### config.mk
export PLATFORM = sky130hd
export DESIGN_NAME = pixel_tolerance_recolor
export DESIGN_NICKNAME = d
export VERILOG_FILES = /design/src/hw/rtl/ptr_pkg.sv /design/src/hw/rtl/pixel_tolerance_recolor.sv
export SDC_FILE = /design/constraint.sdc
export NUM_CORES = 2
export LEC_CHECK = 0
export ABC_AREA = 1
export BUFFER_PORTS_ARGS = -buffer_cell sky130_fd_sc_hd__buf_4
export CORE_MARGIN = 2
export CORE_UTILIZATION = 33
export DETAILED_ROUTE_END_ITERATION = 12
export PLACE_DENSITY = 0.45
export SETUP_SLACK_MARGIN = 0.5
export SLEW_MARGIN = 20
export SYNTH_ARGS = -nofsm -noshare
export SYNTH_HDL_FRONTEND = slang
export SYNTH_SLANG_ARGS = --single-unit
export TNS_END_PERCENT = 5
### constraint.sdc
create_clock -name clk -period 14.5 [get_ports clk]
set_clock_uncertainty 0.15 [all_clocks]
set_input_delay 0.725 -clock clk [delete_from_list [all_inputs] [get_ports clk]]
set_output_delay 0.725 -clock clk [all_outputs]
set_load 0.01 [all_outputs]
### src/hw/rtl/ptr_pkg.sv
`default_nettype none
// ============================================================================
// ptr_pkg
// Shared types, register indexes and arithmetic helpers for the pixel
// tolerance recolor block.
// ============================================================================
package ptr_pkg;

  // Configuration register indexes.
  localparam int unsigned CfgIndexWidth = 2;
  localparam logic [CfgIndexWidth-1:0] REG_PRIMARY   = 2'd0;
  localparam logic [CfgIndexWidth-1:0] REG_SECONDARY = 2'd1;
  localparam logic [CfgIndexWidth-1:0] REG_SWAP      = 2'd2;
  localparam logic [CfgIndexWidth-1:0] REG_TOLERANCE = 2'd3;

  localparam int unsigned CfgDataWidth = 24;

  // Register reset values.
  localparam logic [23:0] PRIMARY_RESET   = 24'h000000;
  localparam logic [23:0] SECONDARY_RESET = 24'hFFFFFF;
  localparam logic [6:0]  TOLERANCE_RESET = 7'd50;

  // percent*256/100 = (percent*5243) >> 11, exact for percent below 128.
  localparam logic [12:0] PCT_RECIP       = 13'd5243;
  localparam int unsigned PCT_RECIP_SHIFT = 11;

  // Input item.
  typedef struct packed {
    logic [7:0] pixel_blue;
    logic [7:0] pixel_green;
    logic [7:0] pixel_red;
    logic [7:0] pixel_alpha;
    logic [7:0] coverage;
    logic       in_selection;
  } pixel_t;

  // Result item.
  typedef struct packed {
    logic [7:0] out_blue;
    logic [7:0] out_green;
    logic [7:0] out_red;
    logic [7:0] out_alpha;
    logic       recolored;
  } result_t;

  // Threshold sequencer states.
  typedef enum logic [2:0] {
    RC_DIST,
    RC_ROOT,
    RC_MIN,
    RC_THR,
    RC_READY
  } rc_state_t;

  // Absolute difference of two channel values.
  function automatic logic [7:0] abs_diff8(input logic [7:0] a, input logic [7:0] b);
    abs_diff8 = (a > b) ? (a - b) : (b - a);
  endfunction

  // Channel shifted by (target - source), clamped to 0..255.
  function automatic logic [7:0] shift_clamp(input logic [7:0] p, input logic [7:0] s,
                                             input logic [7:0] t);
    logic signed [9:0] v;
    v = $signed({2'b00, p}) + $signed({2'b00, t}) - $signed({2'b00, s});
    if (v < 10'sd0) begin
      shift_clamp = 8'd0;
    end else if (v > 10'sd255) begin
      shift_clamp = 8'd255;
    end else begin
      shift_clamp = v[7:0];
    end
  endfunction

  // Truncating division by 255, exact for values up to 65025.
  function automatic logic [7:0] div255(input logic [15:0] x);
    logic [16:0] sum;
    sum = {1'b0, x} + 17'd1 + {9'd0, x[15:8]};
    div255 = sum[15:8];
  endfunction

endpackage : ptr_pkg
`default_nettype wire

### src/hw/rtl/pixel_tolerance_recolor.sv
`default_nettype none
// ============================================================================
// pixel_tolerance_recolor
// Tolerance-matched color replacement with coverage blend for one pixel.
// ============================================================================
//
// Channel    Signals                         Direction  Notes
// ---------  ------------------------------  ---------  ------------------------
// pixel in   start, busy, pixel_in           in         taken on start && !busy
// result     done, result                    out        one cycle, no back-pressure
// config     cfg_we, cfg_index, cfg_data     in         written on cfg_we
//
// One item may enter every cycle while busy is low. The match threshold
// 3*tol^2 is computed by a bit-serial square-root sequencer: after reset and
// after every configuration write, busy stays high through distance, 8 root
// steps, clamp and square. Reset is synchronous; it clears the pipeline
// valid bits and sets the configuration registers to their reset values.
// The result side cannot stall, so the pipeline never holds.
module pixel_tolerance_recolor
  import ptr_pkg::*;
(
  input  wire logic                     clk,
  input  wire logic                     rst,
  input  wire logic                     start,
  output logic                          busy,
  input  wire pixel_t                   pixel_in,
  output logic                          done,
  output result_t                       result,
  input  wire logic                     cfg_we,
  input  wire logic [CfgIndexWidth-1:0] cfg_index,
  input  wire logic [CfgDataWidth-1:0]  cfg_data
);

  // Configuration registers.
  logic [23:0] primary_color;
  logic [23:0] secondary_color;
  logic        swap_mode;
  logic [6:0]  tolerance_percent;

  always_ff @(posedge clk) begin
    if (rst) begin
      primary_color     <= PRIMARY_RESET;
      secondary_color   <= SECONDARY_RESET;
      swap_mode         <= 1'b0;
      tolerance_percent <= TOLERANCE_RESET;
    end else if (cfg_we) begin
      case (cfg_index)
        REG_PRIMARY:   primary_color     <= cfg_data[23:0];
        REG_SECONDARY: secondary_color   <= cfg_data[23:0];
        REG_SWAP:      swap_mode         <= cfg_data[0];
        REG_TOLERANCE: tolerance_percent <= cfg_data[6:0];
        default:       ;
      endcase
    end
  end

  // Source and target colors chosen by the swap mode.
  logic [23:0] src_color;
  logic [23:0] dst_color;
  logic [7:0]  src_b, src_g, src_r;
  logic [7:0]  dst_b, dst_g, dst_r;

  assign src_color = swap_mode ? primary_color : secondary_color;
  assign dst_color = swap_mode ? secondary_color : primary_color;
  assign src_b = src_color[7:0];
  assign src_g = src_color[15:8];
  assign src_r = src_color[23:16];
  assign dst_b = dst_color[7:0];
  assign dst_g = dst_color[15:8];
  assign dst_r = dst_color[23:16];

  // --------------------------------------------------------------------------
  // Threshold sequencer.
  // --------------------------------------------------------------------------
  rc_state_t   state;
  rc_state_t   state_next;
  logic [17:0] color_dist;
  logic [7:0]  root;
  logic [2:0]  root_bit;
  logic [7:0]  tol;
  logic [17:0] threshold;

  // Source-to-target squared distance.
  logic [7:0]  cd_b, cd_g, cd_r;
  logic [17:0] color_dist_calc;

  assign cd_b = abs_diff8(src_b, dst_b);
  assign cd_g = abs_diff8(src_g, dst_g);
  assign cd_r = abs_diff8(src_r, dst_r);
  assign color_dist_calc = {2'b00, {8'd0, cd_b} * {8'd0, cd_b}}
                         + {2'b00, {8'd0, cd_g} * {8'd0, cd_g}}
                         + {2'b00, {8'd0, cd_r} * {8'd0, cd_r}};

  // One root bit per step: keep it while 3*cand^2 stays below the distance.
  logic [7:0]  cand;
  logic [15:0] cand_sq;
  logic [17:0] cand_sq3;

  assign cand     = root | (8'd1 << root_bit);
  assign cand_sq  = {8'd0, cand} * {8'd0, cand};
  assign cand_sq3 = {1'b0, cand_sq, 1'b0} + {2'b00, cand_sq};

  // Smallest m with 3m^2 >= distance, and the scaled percent.
  logic [7:0]  root_min;
  logic [19:0] pct_prod;
  logic [8:0]  pct_scaled;
  logic [15:0] tol_sq;

  assign root_min   = (color_dist == 18'd0) ? 8'd0 : (root + 8'd1);
  assign pct_prod   = {13'd0, tolerance_percent} * {7'd0, PCT_RECIP};
  assign pct_scaled = pct_prod[PCT_RECIP_SHIFT +: 9];
  assign tol_sq     = {8'd0, tol} * {8'd0, tol};

  // Next state.
  always_comb begin
    state_next = state;
    case (state)
      RC_DIST:  state_next = RC_ROOT;
      RC_ROOT:  state_next = (root_bit == 3'd0) ? RC_MIN : RC_ROOT;
      RC_MIN:   state_next = RC_THR;
      RC_THR:   state_next = RC_READY;
      RC_READY: state_next = RC_READY;
      default:  state_next = RC_DIST;
    endcase
    if (cfg_we) begin
      state_next = RC_DIST;
    end
  end

  // Outputs of the sequencer.
  always_comb begin
    case (state)
      RC_READY: busy = 1'b0;
      default:  busy = 1'b1;
    endcase
  end

  always_ff @(posedge clk) begin
    if (rst) begin
      state <= RC_DIST;
    end else begin
      state <= state_next;
    end
  end

  // Sequencer datapath.
  always_ff @(posedge clk) begin
    case (state)
      RC_DIST: begin
        color_dist <= color_dist_calc;
        root       <= 8'd0;
        root_bit   <= 3'd7;
      end
      RC_ROOT: begin
        if (cand_sq3 < color_dist) begin
          root <= cand;
        end
        root_bit <= root_bit - 3'd1;
      end
      RC_MIN: begin
        tol <= (pct_scaled < {1'b0, root_min}) ? pct_scaled[7:0] : root_min;
      end
      RC_THR: begin
        threshold <= {1'b0, tol_sq, 1'b0} + {2'b00, tol_sq};
      end
      default: ;
    endcase
  end

  // --------------------------------------------------------------------------
  // Pixel pipeline.
  // --------------------------------------------------------------------------
  logic accept;
  assign accept = start && !busy;

  // Stage 1: distances to the source and shifted channels.
  logic       v1;
  logic [7:0] p1_b, p1_g, p1_r, alpha1, cov1;
  logic       sel1;
  logic [7:0] pd1_b, pd1_g, pd1_r;
  logic [7:0] sh1_b, sh1_g, sh1_r;

  always_ff @(posedge clk) begin
    if (rst) begin
      v1 <= 1'b0;
    end else begin
      v1 <= accept;
    end
  end

  always_ff @(posedge clk) begin
    p1_b   <= pixel_in.pixel_blue;
    p1_g   <= pixel_in.pixel_green;
    p1_r   <= pixel_in.pixel_red;
    alpha1 <= pixel_in.pixel_alpha;
    cov1   <= pixel_in.coverage;
    sel1   <= pixel_in.in_selection;
    pd1_b  <= abs_diff8(pixel_in.pixel_blue, src_b);
    pd1_g  <= abs_diff8(pixel_in.pixel_green, src_g);
    pd1_r  <= abs_diff8(pixel_in.pixel_red, src_r);
    sh1_b  <= shift_clamp(pixel_in.pixel_blue, src_b, dst_b);
    sh1_g  <= shift_clamp(pixel_in.pixel_green, src_g, dst_g);
    sh1_r  <= shift_clamp(pixel_in.pixel_red, src_r, dst_r);
  end

  // Stage 2: squared distance and blend numerators.
  logic        v2;
  logic [7:0]  p2_b, p2_g, p2_r, alpha2;
  logic        gate2;
  logic [17:0] pix_dist2;
  logic [15:0] num2_b, num2_g, num2_r;
  logic [7:0]  cov1_inv;

  assign cov1_inv = 8'd255 - cov1;

  always_ff @(posedge clk) begin
    if (rst) begin
      v2 <= 1'b0;
    end else begin
      v2 <= v1;
    end
  end

  always_ff @(posedge clk) begin
    p2_b      <= p1_b;
    p2_g      <= p1_g;
    p2_r      <= p1_r;
    alpha2    <= alpha1;
    gate2     <= (cov1 != 8'd0) && sel1;
    pix_dist2 <= {2'b00, {8'd0, pd1_b} * {8'd0, pd1_b}}
               + {2'b00, {8'd0, pd1_g} * {8'd0, pd1_g}}
               + {2'b00, {8'd0, pd1_r} * {8'd0, pd1_r}};
    num2_b    <= ({8'd0, sh1_b} * {8'd0, cov1}) + ({8'd0, p1_b} * {8'd0, cov1_inv});
    num2_g    <= ({8'd0, sh1_g} * {8'd0, cov1}) + ({8'd0, p1_g} * {8'd0, cov1_inv});
    num2_r    <= ({8'd0, sh1_r} * {8'd0, cov1}) + ({8'd0, p1_r} * {8'd0, cov1_inv});
  end

  // Stage 3: match decision, divide by 255 and output register.
  logic hit;
  assign hit = gate2 && (pix_dist2 <= threshold);

  always_ff @(posedge clk) begin
    if (rst) begin
      done <= 1'b0;
    end else begin
      done <= v2;
    end
  end

  always_ff @(posedge clk) begin
    result.out_blue  <= hit ? div255(num2_b) : p2_b;
    result.out_green <= hit ? div255(num2_g) : p2_g;
    result.out_red   <= hit ? div255(num2_r) : p2_r;
    result.out_alpha <= alpha2;
    result.recolored <= hit;
  end

  // --------------------------------------------------------------------------
  // Assertions.
  // --------------------------------------------------------------------------
  a_done_latency: assert property (@(posedge clk) disable iff (rst)
    done |-> $past(accept, 3))
    else $error("result without an item accepted three cycles earlier");

  a_cfg_busy: assert property (@(posedge clk) disable iff (rst)
    cfg_we |=> busy)
    else $error("threshold not recomputed after a configuration write");

  a_alpha_pass: assert property (@(posedge clk) disable iff (rst)
    done |-> (result.out_alpha == $past(pixel_in.pixel_alpha, 3)))
    else $error("alpha changed on its way through");

  a_hit_gate: assert property (@(posedge clk) disable iff (rst)
    (done && result.recolored) |->
      $past((pixel_in.coverage != 8'd0) && pixel_in.in_selection, 3))
    else $error("pixel recolored without coverage or selection");

  a_miss_keep: assert property (@(posedge clk) disable iff (rst)
    (done && !result.recolored) |->
      (result.out_blue == $past(pixel_in.pixel_blue, 3)) &&
      (result.out_red == $past(pixel_in.pixel_red, 3)))
    else $error("unmatched pixel was modified");

endmodule : pixel_tolerance_recolor
`default_nettype wire
# == Word-level counts from Yosys, hierarchy flattened ==
# Cells that the tools add are included.
# word_totals
regBits,338
in_bits,71
wordCells,153
# classes
n_shift,1
multipliers,15
n_eq_ne,8
n_addsub,36
n_mux,22
magnitude_cmp,15
bitwise_logic,1
n_reduce_logical,16
# ops
cell,count
$mul 8x8->16,14
$mux 8,15
$sub 8x8->8,12
$add 17x16->18,4
$add 16x1->16 const B,3
$add 16x16->16,3
$add 16x8->16,3
$gt 8x8->1,6
$mux 24,2
$add 16x16->17,2
$gt 10x9->1 const B,3
$lt 10x1->1 const B,3
$sub 9x8->10,3
$add 8x8->9,3
$mul 7x13->20 const B,1
$le 18x18->1,1
$logic_not 18->1,1
$lt 18x18->1,1
$pmux 8 s2,1
$pmux 3 s4,1
$reduce_and 2->1,5
$lt 9x8->1,1
$add 8x1->8 const B,1
$or 8x8->8,1
other kinds (18),24

# == Logic depth before layout (Yosys ltp) ==
# logic_depth
word_depth,7
depth_mapped,41
depth_no_buf,38

# == Worst setup path before layout ==
# Ideal clock, no wire load.
# synth_path
kind,flip-flop to flip-flop
start,reg swap_mode
end,reg color_dist[15] (data pin)
setup_ns,0.262
path_stages_with_launch,38
t_required_ns,14.088
arrival_time_ns,8.024
slack_ns,6.064
period_less_slack_ns,8.436
cell_sequence,dfxtp_1 buf_2 clkbuf_1 inv_1 or2_2 o21ai_0 inv_1 fa_1 inv_1 o21ai_1 a21oi_1 nand2_2 nand2_4 nand2_1 o21ai_2 inv_1 nor2_1 inv_1 [... 2 more ...] fa_1 inv_1 fa_1 fa_1 inv_1 fa_1 inv_1 fa_1 fa_1 inv_1 ha_1 a21oi_1 o21ai_1 a21oi_1 o21ai_1 a21boi_0 o21ai_1 xor2_1
# synth_between
elab_chain_len,6
# synth_rtl
element,line,source
from (decl),pixel_tolerance_recolor.sv:37,logic swap_mode;
from (signal assigned),pixel_tolerance_recolor.sv:50,REG_SWAP: swap_mode <= cfg_data[0];
$mux 24 (on tied branches),"pixel_tolerance_recolor.sv:64, pixel_tolerance_recolor.sv:63",
$sub 8x8->8 / $gt 8x8->1 (equally long branches),ptr_pkg.sv:57,abs_diff8 = (a > b) ? (a - b) : (b - a);
$mux 8,ptr_pkg.sv:57,
$mul 8x8->16 (on tied branches),"pixel_tolerance_recolor.sv:90, pixel_tolerance_recolor.sv:91",
$add 16x16->17,pixel_tolerance_recolor.sv:91,"+ {2'b00, {8'd0, cd_g} * {8'd0, cd_g}}"
$add 17x16->18 *,pixel_tolerance_recolor.sv:92,"+ {2'b00, {8'd0, cd_r} * {8'd0, cd_r}};"
named net color_dist_calc[15],pixel_tolerance_recolor.sv:85,logic [17:0] color_dist_calc;
to (signal assigned),pixel_tolerance_recolor.sv:150,color_dist <= color_dist_calc;
to (decl),pixel_tolerance_recolor.sv:77,logic [17:0] color_dist;
# Mark *: on every way through the listed nets, which the timed path passes. The rest lies on a longest branch.
# A chain may end at the register's enable or synchronous reset.

# == Worst setup path in the final report ==
# Ends and elaborated chain as after synthesis.

==> impl_metrics.toml <==
[status]
status = "completed"

[flow_run]
maxCapViolCount = 0

[yosys]
ys_warn_count = 0
ys.flop_type = "dfxtp_1"
synth_edf_count = 54
ys_types = 57
syn_area_um2 = 47000
yosysTopAreaCell = "fa_1"
synthTopCellsByCount = "inv_1 (1,462), nand2_1 (993), ha_1 (663), fa_1 (657), nor2_1 (363)"
seq_area_frac_synth_pct = 15.5
syn_inst = 5744
synthTopCellsByArea = "fa_1 (28%), ha_1 (18%), dfxtp_1 (12%)"
synth_most_common_cell = "inv_1"
synth_top_area_share_pct = 28.0
synth_area_per_cell_um2 = 8.18
async_flop_share_pct = 0
ys_ff_latch = 337

[floorplan]
initial_core_util_pct = 33.2
core_um2 = 141000
fp.dieW_um = 381
rows = 138
dieArea_um2 = 145000
ios = 106
die_h_um = 381

[cells_and_area]
num-fill-cells = 14900
fin_nets = 7185
syn2layout_area_growth_pct = 9.36
drive_gt1_share_pct = 5.04

[clock_tree]
cts_root_buffer = "clkbuf_16"
clock_sinks = 337
cts_buffer_depth = 3
clkTransAtPathRegs_ns = 0.06
numCtsBuffers = 48
tritoncts = "built"
clk_latency_ns = 0.62
cts_resized = 0
h-tree-depth = 2

[sta]
period_share_pct = 67.3
hold_viol = 0
rsz0062_at_grt = "false"
tightest_slew_ns = 0.945
period_minus_slack_ns = 9.76
slew_viol_final = 0
slew_headroom_pct = 36.3
tns_ns = 0
setup_violations = 0
clock.fmax_mhz = 102

[critical_path]
cp.required_ns = 14.71
cp-startpoint = "swap_mode$_SDFFE_PP0P_"
cpPeakStageDelay_ns = 0.66
path_class = "reg -> reg"
cpMaxStageDelayCell = "dfxtp_2"
startpoint_type = "flop"
worstPathMaxFanout = 32
r2r-start = "swap_mode$_SDFFE_PP0P_"
end_kind = "flop"
cp.arrival_ns = 9.97
crit_top_cell = "inv_1"

[place]
finalWeightedCongestion = 0.861
dp_hpwl_um = 103000
numPortBuffers = 105

[global_route]
grt_pass1_vias = 36600
antenna_found_initial = 7
grt_pass1_wl_um = 200000
grtUsageTotal_pct = 17.3
grt_overflow = 0
grt_max_degree = 54

[hold_path]
worstHoldStart = "pixel_in[1]"
hold_path_class = "in -> reg"

[detailed_routing]
wirelength_um = 122000
ant_nets = 0
via_count = 34800
drt-pass1-iter-count = 5
drt-initial-drc-count = 1544
viasPerCell = 4.51
drcViolationCount = 0
wl_per_cell_um = 15.8
==> final timing paths <==
| check | to | slack, ns | depth (start not counted) |
|---|---|---|---|
| worst min-delay path | cov1[0]$_DFF_P_ | 0.06 | 1 |
| worst max register to register | color_dist[15]$_DFFE_PP_ | 4.74 | 35 |
| worst min register to register | result[1]$_DFF_P_ | 0.17 | 0 |
| worst max-delay path | color_dist[15]$_DFFE_PP_ | 4.74 | 35 |
==> registers in the layout, summed over array words and instances (netlist names), 16 cells and up <==
name and flops:
num2_b 16, result 33, threshold 17, pix_dist2 18
color_dist 18, secondary_color 24, primary_color 24, num2_r 16
num2_g 16
==> kinds of logic after synthesis <==
logic type	synth area share (%)
AND/OR/NAND/NOR	14.2
AO/OA/AOI/OAI	7.06
flip-flops	15.5
buffers and inverters	12.9
adder cells (fa/ha/maj)	45.6
other	0.0160
XOR/XNOR	4.46
multiplexers	0.176
==> layer usage <==
| metal | GRT usage [%] | share of wire, % | up-vias |
|---|---|---|---|
| li1 | - | - | 17400 |
| met1 | 23.6 | 48 | 16800 |
| met2 | 29.2 | 47 | 480 |
| met3 | 1.98 | 3.6 | 112 |
| met4 | 3.90 | 2.1 | 4 |
| met5 | 0 | 0.025 | - |
==> metrics by stage <==
step	setup WS [ns]	utilization, %	instance area, µm²	std cells	hold WS [ns]
after CTS	4.62	36.3	51400	7721	0.00627
after global routing	3.91	36.3	51400	7723	0.0212
after floorplan	6.06	-	47000	5747	0.160
after detailed placement	4.66	35.2	49800	7633	0.162
after global placement	4.67	35.2	49800	7633	0.160
final	4.74	36.4	51400	7725	0.0562
==> worst max-delay path, delay by kind of cell (launching register included) <==
| family | cells | cell delay, ns |
|---|---|---|
| DFF | 1 | 0.66 |
| xor gates and xnor gates | 1 | 0.15 |
| adders and majority gates | 9 | 4.34 |
| AOI/OAI and AO/OA | 10 | 1.79 |
| and+or+nand+nor | 5 | 0.95 |
| buffers and inverters | 10 | 1.48 |
==> cell type report <==
class / count / area [µm²] / area share [%]
tap: 1890 / 2360 / 4.60
multi-input combinational: 3807 / 33700 / 65.5
sequential: 337 / 7290 / 14.2
clock inverter: 26 / 258 / 0.501
timing repair buffer: 125 / 941 / 1.83
clock buffer: 61 / 1340 / 2.61
antenna: 4 / 10.0 / 0.0195
inverter: 1475 / 5540 / 10.8
==> cell usage in the layout, fill, tap and decap left out, types with 83 or more instances in the layout <==
cell type | netlist | final
nand3_1 | 154 | 154
a21oi_1 | 289 | 289
dfxtp_1 | 283 | 277
nor2_1 | 363 | 363
o21ai_0 | 171 | 171
ha_1 | 663 | 663
fa_1 | 657 | 657
xor2_1 | 150 | 150
xnor2_1 | 83 | 83
inv_1 | 1462 | 1462
nand2_1 | 993 | 993
buf_4 | 5 | 124
==> repair_timing <==
| item | CTS | global route |
|---|---|---|
| hold endpoints to repair | 1 | 0 |
| buffers inserted | 0 | 0 |
| hold buffers | 1 | 0 |
Power is left out: the tool's default activity adds up to more than one toggle a clock period on the data nets, which glitch-free logic cannot reach.
